### src/sv/tfd_pkg.sv
// Package for the touch frame deframer: header, command and length constants,
// position widths, register indexes and the touch target codes.
// Depends on nothing; used by touch_frame_deframer.
`default_nettype none

package tfd_pkg;

   // Largest frame accepted, header and length byte included.
   localparam int MAX_FRAME_BYTES = 64;

   localparam logic [7:0] HDR_FIRST      = 8'h5A;
   localparam logic [7:0] HDR_SECOND     = 8'hA5;
   localparam logic [7:0] CMD_READ_REPLY = 8'h83;

   // A frame spans its length byte plus this many bytes.
   localparam int LEN_OVERHEAD = 3;
   localparam int MIN_FRAME    = 8;

   // Byte position within a frame stays below MAX_FRAME_BYTES.
   localparam int POS_W = $clog2(MAX_FRAME_BYTES + 1);
   // Width for comparing positions against length plus overhead (up to 258).
   localparam int TOTAL_W = 9;
   localparam int CMP_W   = (POS_W > TOTAL_W) ? POS_W : TOTAL_W;

   localparam logic [POS_W-1:0] POS_HUNT    = POS_W'(0);
   localparam logic [POS_W-1:0] POS_SECOND  = POS_W'(1);
   localparam logic [POS_W-1:0] POS_LENGTH  = POS_W'(2);
   localparam logic [POS_W-1:0] POS_COMMAND = POS_W'(3);
   localparam logic [POS_W-1:0] POS_ADDR_HI = POS_W'(4);
   localparam logic [POS_W-1:0] POS_ADDR_LO = POS_W'(5);
   localparam logic [POS_W-1:0] POS_WORD_HI = POS_W'(6);
   localparam logic [POS_W-1:0] POS_WORD_LO = POS_W'(7);

   localparam int CSR_INDEX_W = 2;
   localparam int CSR_DATA_W  = 16;

   localparam logic [CSR_INDEX_W-1:0] CSR_MENU_ADDRESS      = 2'd0;
   localparam logic [CSR_INDEX_W-1:0] CSR_MODE_ADDRESS      = 2'd1;
   localparam logic [CSR_INDEX_W-1:0] CSR_ANIMATION_ADDRESS = 2'd2;

   typedef enum logic [1:0] {
      TARGET_MENU      = 2'd0,
      TARGET_MODE      = 2'd1,
      TARGET_ANIMATION = 2'd2
   } target_type;

endpackage

`default_nettype wire

### src/sv/touch_frame_deframer.sv
// Touch frame deframer: reassembles display frames from received bytes and
// reports touch events. Depends on tfd_pkg.
// Latency: a result word appears in rsp_* on the cycle after the final byte of
// its frame is accepted. Throughput: one byte word per cycle; req_ready only
// drops while a finished result is held and rsp_ready is low.
// Reset (synchronous, active high) returns to header hunt, clears addresses.
`default_nettype none

module touch_frame_deframer (
   input  wire logic                            clock,
   input  wire logic                            reset,

   input  wire logic                            req_valid,
   output      logic                            req_ready,
   input  wire logic [7:0]                      req_rx_byte,

   output      logic                            rsp_valid,
   input  wire logic                            rsp_ready,
   output      logic [1:0]                      rsp_touch_target,
   output      logic [15:0]                     rsp_touch_word,

   input  wire logic                            csr_we,
   input  wire logic [tfd_pkg::CSR_INDEX_W-1:0] csr_index,
   input  wire logic [tfd_pkg::CSR_DATA_W-1:0]  csr_wdata
);
   import tfd_pkg::*;

   // Configured touch addresses.
   logic [15:0] menu_addr_ff;
   logic [15:0] mode_addr_ff;
   logic [15:0] anim_addr_ff;

   // Frame state: position of the next byte and the captured fields.
   logic [POS_W-1:0] pos_ff,  pos_in;
   logic [7:0]       len_ff,  len_in;
   logic [7:0]       cmd_ff,  cmd_in;
   logic [15:0]      addr_ff, addr_in;
   logic [15:0]      word_ff, word_in;

   // Result register. It lets the next byte in only when empty or being drained.
   logic             rsp_valid_ff,  rsp_valid_in;
   target_type       rsp_target_ff, rsp_target_in;
   logic [15:0]      rsp_word_ff,   rsp_word_in;

   logic             accept;
   logic [POS_W-1:0] pos_inc;
   logic [CMP_W-1:0] total;

   // A byte is taken whenever the result register is empty or being drained.
   assign req_ready = ~rsp_valid_ff | rsp_ready;
   assign accept    = req_valid & req_ready;

   assign rsp_valid        = rsp_valid_ff;
   assign rsp_touch_target = rsp_target_ff;
   assign rsp_touch_word   = rsp_word_ff;

   always_comb begin
      pos_in        = pos_ff;
      len_in        = len_ff;
      cmd_in        = cmd_ff;
      addr_in       = addr_ff;
      word_in       = word_ff;
      rsp_valid_in  = rsp_valid_ff & ~rsp_ready;
      rsp_target_in = rsp_target_ff;
      rsp_word_in   = rsp_word_ff;
      pos_inc       = pos_ff + POS_W'(1);
      total         = CMP_W'(len_ff) + CMP_W'(LEN_OVERHEAD);

      if (accept) begin
         if (pos_ff == POS_HUNT) begin
            if (req_rx_byte == HDR_FIRST) begin
               pos_in = POS_SECOND;
            end
         end else if (pos_ff == POS_SECOND) begin
            // A bad second header byte is dropped; the hunt resumes after it.
            pos_in = (req_rx_byte == HDR_SECOND) ? POS_LENGTH : POS_HUNT;
         end else begin
            case (pos_ff)
               POS_LENGTH:  len_in        = req_rx_byte;
               POS_COMMAND: cmd_in        = req_rx_byte;
               POS_ADDR_HI: addr_in[15:8] = req_rx_byte;
               POS_ADDR_LO: addr_in[7:0]  = req_rx_byte;
               POS_WORD_HI: word_in[15:8] = req_rx_byte;
               POS_WORD_LO: word_in[7:0]  = req_rx_byte;
               default: ;
            endcase

            // The frame size uses the length byte as updated by this byte.
            total = CMP_W'(len_in) + CMP_W'(LEN_OVERHEAD);

            if (total > CMP_W'(MAX_FRAME_BYTES)) begin
               pos_in = POS_HUNT;
            end else if (CMP_W'(pos_inc) < total) begin
               pos_in = pos_inc;
            end else begin
               // Last byte of the frame: decide on a touch event.
               pos_in = POS_HUNT;
               if (total >= CMP_W'(MIN_FRAME) && cmd_in == CMD_READ_REPLY) begin
                  if (addr_in == menu_addr_ff) begin
                     rsp_valid_in  = 1'b1;
                     rsp_target_in = TARGET_MENU;
                     rsp_word_in   = word_in;
                  end else if (addr_in == mode_addr_ff) begin
                     rsp_valid_in  = 1'b1;
                     rsp_target_in = TARGET_MODE;
                     rsp_word_in   = word_in;
                  end else if (addr_in == anim_addr_ff) begin
                     rsp_valid_in  = 1'b1;
                     rsp_target_in = TARGET_ANIMATION;
                     rsp_word_in   = word_in;
                  end
               end
            end
         end
      end
   end

   always_ff @(posedge clock) begin
      if (reset) begin
         pos_ff       <= POS_HUNT;
         len_ff       <= '0;
         cmd_ff       <= '0;
         addr_ff      <= '0;
         word_ff      <= '0;
         rsp_valid_ff <= 1'b0;
      end else begin
         pos_ff       <= pos_in;
         len_ff       <= len_in;
         cmd_ff       <= cmd_in;
         addr_ff      <= addr_in;
         word_ff      <= word_in;
         rsp_valid_ff <= rsp_valid_in;
      end
   end

   always_ff @(posedge clock) begin
      rsp_target_ff <= rsp_target_in;
      rsp_word_ff   <= rsp_word_in;
   end

   // Configuration registers; indexes past the list are ignored.
   always_ff @(posedge clock) begin
      if (reset) begin
         menu_addr_ff <= '0;
         mode_addr_ff <= '0;
         anim_addr_ff <= '0;
      end else if (csr_we) begin
         case (csr_index)
            CSR_MENU_ADDRESS:      menu_addr_ff <= csr_wdata;
            CSR_MODE_ADDRESS:      mode_addr_ff <= csr_wdata;
            CSR_ANIMATION_ADDRESS: anim_addr_ff <= csr_wdata;
            default: ;
         endcase
      end
   end

   // The byte position never runs past the largest frame.
   assert property (@(posedge clock) disable iff (reset)
      pos_ff <= POS_W'(MAX_FRAME_BYTES))
      else $error("byte position beyond maximum frame size");

   // A new result only follows an accepted byte.
   assert property (@(posedge clock) disable iff (reset)
      $rose(rsp_valid_ff) |-> $past(accept))
      else $error("result raised without an accepted byte");

   // While hunting, one byte can move the position at most to the second header byte.
   assert property (@(posedge clock) disable iff (reset)
      (accept && pos_ff == POS_HUNT) |=> (pos_ff == POS_HUNT || pos_ff == POS_SECOND))
      else $error("hunt left header search too early");

   // A pending result that is not taken blocks the input.
   assert property (@(posedge clock) disable iff (reset)
      (rsp_valid_ff && !rsp_ready) |-> !req_ready)
      else $error("input taken while result is stalled");

endmodule

`default_nettype wire
### config.mk
export PLATFORM = sky130hd
export DESIGN_NAME = touch_frame_deframer
export DESIGN_NICKNAME = d
export VERILOG_FILES = /design/src/sv/tfd_pkg.sv /design/src/sv/touch_frame_deframer.sv
export SDC_FILE = /design/constraint.sdc
export NUM_CORES = 1
export LEC_CHECK = 0
export ABC_AREA = 0
export BUFFER_PORTS_ARGS = -buffer_cell sky130_fd_sc_hd__buf_2
export CAP_MARGIN = 20
export CORE_MARGIN = 3
export CORE_UTILIZATION = 35
export CTS_CLUSTER_DIAMETER = 80
export DETAILED_ROUTE_END_ITERATION = 10
export PLACE_DENSITY = 0.62
export SYNTH_ARGS = -nofsm -noshare
export SYNTH_HDL_FRONTEND = slang
export SYNTH_SLANG_ARGS = --single-unit
### constraint.sdc
create_clock -name clock -period 7.8 [get_ports clock]
set_clock_uncertainty 0.1 [all_clocks]
set_input_delay 0.39 -clock clock [delete_from_list [all_inputs] [get_ports clock]]
set_output_delay 0.39 -clock clock [all_outputs]
set_load 0.005 [all_outputs]
==> run_results.csv <==
group,metric,value,unit
outcome,status,"completed",
route,antenna_left,0,
route,via_per_inst,5.386,
route,routedWlPerCell,16.77,um
worst_setup_path,r2r_cells,16,
finish,stdcell_count,1065,
synthesis,netlist_instances,801,
global_route,grt_antenna_before_repair,0,
worst_setup_path,path_cells,"inv_1 > ha_1 > nor3b_4 > and2_1 > a21oi_1 > ha_1 > nand3b_1 > xnor2_1 > a21oi_1 > ha_1 > o21ai_0 > a32oi_1 > nand2_1 > or3b_1 > a221oi_2 > buf_4",
worst_setup_path,crit_buf_inv,2,
clock_network,path_clk_slew,0.06,ns
worst_setup_path,r2r_start,"pos_ff[0]$_SDFFE_PP0P_",
sta,layout_worst_path_cycle_share,57.33,%
worst_setup_path,critPathMostFrequentCell,"ha_1",
clock_network,clk-insertion-delay-late,0.42,ns
power_and_ir_drop,ir_worst_vdd,0.1769,mV
power_and_ir_drop,p_comb_share,6.1,%
place,dpl.hpwl,12.42,mm
place,dp_slack,3.405,ns
place,port_buffers,50,
finish,syn2layout_area_growth,15.21,%
synthesis,synth_flop_cell,"dfxtp_1",
clock_network,ctsHtreeMaxLevel,4,
worst_setup_path,critical_path_required,7.80,ns
global_route,grt_pass1_wl,29.13,mm
clock_network,cts_resized,0,
synthesis,netlist.area_leader.share,32.33,%
sta,setup_ws,3.328,ns
power_and_ir_drop,p_leak,0.002694,uW
route,drtIter0Drc,462,
clock_network,hold_buffers,0,
global_route,grtUsageTotal,18.36,%
sta,tightestPinTransition,0.9218,ns
synthesis,yosys-top-cells-area,"dfxtp_1 (32%), nand2_1 (12%), a21oi_1 (8.5%)",
worst_setup_path,worst-path-max-fanout,19,
route,drc,0,
global_route,grt_overflow_total,0,
worst_setup_path,start_kind,"flip-flop",
worst_setup_path,endpoint_kind,"flip-flop",
synthesis,synth.avg_cell_area,8.040,um^2
place,gp_congestion,0.9061,
synthesis,synth_warnings,0,
route,drtPass1Iterations,5,
place,placedCellCount,1033,
power_and_ir_drop,internal-power,1176,uW
power_and_ir_drop,netSwitchingFraction,23.47,%
die,die_y,141.6,um
clock_network,numCtsBuffers,17,
min_path,worstHoldStart,"csr_wdata[0]",
sta,fmaxAchievable,223.6,MHz
sta,period_minus_slack,4.472,ns
clock_network,post_cts_buffers,0,
worst_setup_path,startpoint,"pos_ff[0]$_SDFFE_PP0P_",
sta,hold_violations,0,
finish,regArea,2623,um^2
finish,nNetsFinal,868,
die,core_area,17660,um^2
die,ios,51,
worst_setup_path,worst_path_dominant_cell_family,"simple AND/OR/NAND/NOR gates",
die,num_rows,48,
finish,multi_input_area,3552,um^2
finish,final_util,42.02,%
die,die_w,141.6,um
worst_setup_path,worstPathArrival,4.48,ns
sta,relSlewSlack,38.32,%
global_route,grt_max_degree,73,
clock_network,clockRootBuffer,"clkbuf_16",
synthesis,synthArstFlopShare,0,%
power_and_ir_drop,p_per_area,207.2,nW/um^2
synthesis,synth_area,6440,um^2
synthesis,ys_types,64,
sta,setup_tns,0,ns
sta,setup_viol,0,
finish,drive_gt1_share,12.98,%
synthesis,yosysSeqAreaShare,40.72,%
route,vias,5736,
synthesis,synth_nets,842,
power_and_ir_drop,power_frac_seq,42.5,%
clock_network,cts_buffer_depth,2,
finish,fillers,1821,
power_and_ir_drop,p_sw,360.7,uW
die,dieArea,20060,um^2
worst_setup_path,cp.depth,16,
synthesis,synth_top_cell_by_area,"dfxtp_1",
sta,slew_viol_final,0,
clock_network,cts_sinks,122,
clock_network,cts_tree,"built",
synthesis,ys_ff_latch,122,
power_and_ir_drop,power_frac_clock,51.5,%
run,max_cap_violations,0,
die,initial_core_util,36.47,%
worst_setup_path,max_stage_delay,0.40,ns
worst_setup_path,crit_slowest_cell,"or3b_1",
worst_setup_path,critical_path_class,"flip-flop to flip-flop",
route,routed_wl,17.86,mm
global_route,first_global_vias,5386,
min_path,min_path_type,"primary input to flip-flop",
synthesis,synth_edf_count,18,
sta,rsz0062_at_grt,"false",
power_and_ir_drop,total_power,1537,uW
min_path,whs_path_depth,3,
finish,n_antenna_cell,0,
cell type report:
class	instances	area share, %
Inverter	20	1.012
Timing Repair Buffer	56	4.064
Clock buffer	20	5.885
Sequential cell	122	35.35
Tap cell	225	3.794
Multi-Input combinational cell	610	47.88
Clock inverter	12	2.024
cells in the final DEF, fill, tap and decap left out, types with 4 or more instances in the layout:
| master | synthesis | final |
|---|---|---|
| clkinvlp_4 | 0 | 5 |
| dfxtp_1 | 104 | 104 |
| buf_2 | 1 | 49 |
| nand4_1 | 6 | 6 |
| a21o_1 | 5 | 5 |
| mux2_2 | 10 | 10 |
| or2_2 | 4 | 4 |
| edfxtp_1 | 18 | 18 |
| nor4_1 | 10 | 10 |
| nor3_1 | 14 | 14 |
| a21oi_1 | 110 | 110 |
| nand2_1 | 211 | 211 |
| a211oi_1 | 6 | 6 |
| nor2_1 | 20 | 20 |
| mux2i_1 | 13 | 13 |
| inv_1 | 20 | 20 |
| xor2_1 | 25 | 25 |
| a22oi_1 | 5 | 5 |
| ha_1 | 10 | 10 |
| nand3b_1 | 5 | 5 |
| and3_1 | 5 | 5 |
| buf_4 | 0 | 6 |
| and2_1 | 6 | 6 |
| clkbuf_16 | 0 | 17 |
| o21ai_0 | 27 | 27 |
| or3_1 | 4 | 4 |
| nand3_1 | 18 | 18 |
| xnor2_1 | 37 | 37 |
synthesized netlist by cell type, types with 3 or more instances:
cell and n:
inv_1 20, buf_1 3, or2_2 4, xnor2_1 37
a211oi_1 6, nand4_1 6, ha_1 10, nand3_1 18
nand2_1 211, and3_1 5, nor3_1 14, or3_1 4
clkbuf_1 44, nand2b_1 3, nor4_1 10, nor2_1 20
xor2_1 25, mux2_2 10, dfxtp_1 104, edfxtp_1 18
a21o_1 5, mux2i_1 13, nand3b_1 5, nor2b_1 4
a21oi_1 110, a222oi_1 3, o21ai_0 27, a22oi_1 5
and2_1 6, or4_1 3, o221ai_1 3, and3b_1 3
worst min-delay path, cell delays in order:
cell and delay, ns:
buf_2 0.11, nand2_1 0.05, a21oi_1 0.05
registers in the layout (all words and copies together) (netlist names), 2 cells and up:
| register | cells |
|---|---|
| word_ff | 16 |
| menu_addr_ff | 16 |
| cmd_ff | 8 |
| mode_addr_ff | 16 |
| rsp_touch_target | 2 |
| pos_ff | 7 |
| len_ff | 8 |
| addr_ff | 16 |
| rsp_touch_word | 16 |
| anim_addr_ff | 16 |
per-stage QoR:
stage | area (um^2) | hold slack (ns)
6_report | 7420 | 0.1247
5_1_grt | 7420 | 0.1369
4_1_cts | 7420 | 0.1070
3_5_place_dp | 6833 | 0.3430
3_3_place_gp | 6822 | 0.3388
2_1_floorplan | 6440 | 0.3309
worst paths after layout:
path | endpoint | slack [ns]
setup reg to reg | rsp_touch_word[2]$_DFFE_PP_ | 3.33
setup / recovery | rsp_touch_word[2]$_DFFE_PP_ | 3.33
hold reg to reg | word_ff[5]$_SDFFE_PP0P_ | 0.35
hold / removal | anim_addr_ff[0]$_SDFFE_PP0P_ | 0.12
per-layer routing:
layer / GRT usage (%) / part of all wire (%) / vias to the layer above
met5: 0 / 0 / -
met1: 26.82 / 49 / 2704
met2: 27.03 / 44 / 182
met3: 3.707 / 5.5 / 27
met4: 6.061 / 1.8 / 0
li1: - / - / 2823
power groups by stage:
stage	registers (uW)	clock network, uW	logic (uW)
2_1_floorplan	664	0	58.6
3_3_place_gp	666	0	90.8
3_5_place_dp	667	0	92.3
4_1_cts	653	805	92.7
5_1_grt	654	829	102
6_report	653	791	93.1
cell families after synthesis:
group	count (synthesis)	synth area share, %
AND/OR/NAND/NOR	328	23.55
AO/OA/AOI/OAI	186	17.08
flip-flops	122	40.72
buffers and inverters	69	4.158
XOR/XNOR	62	8.432
multiplexers	24	4.119
adder cells (fa/ha/maj)	10	1.943
Note: power is estimated with default switching activity, not from simulation.
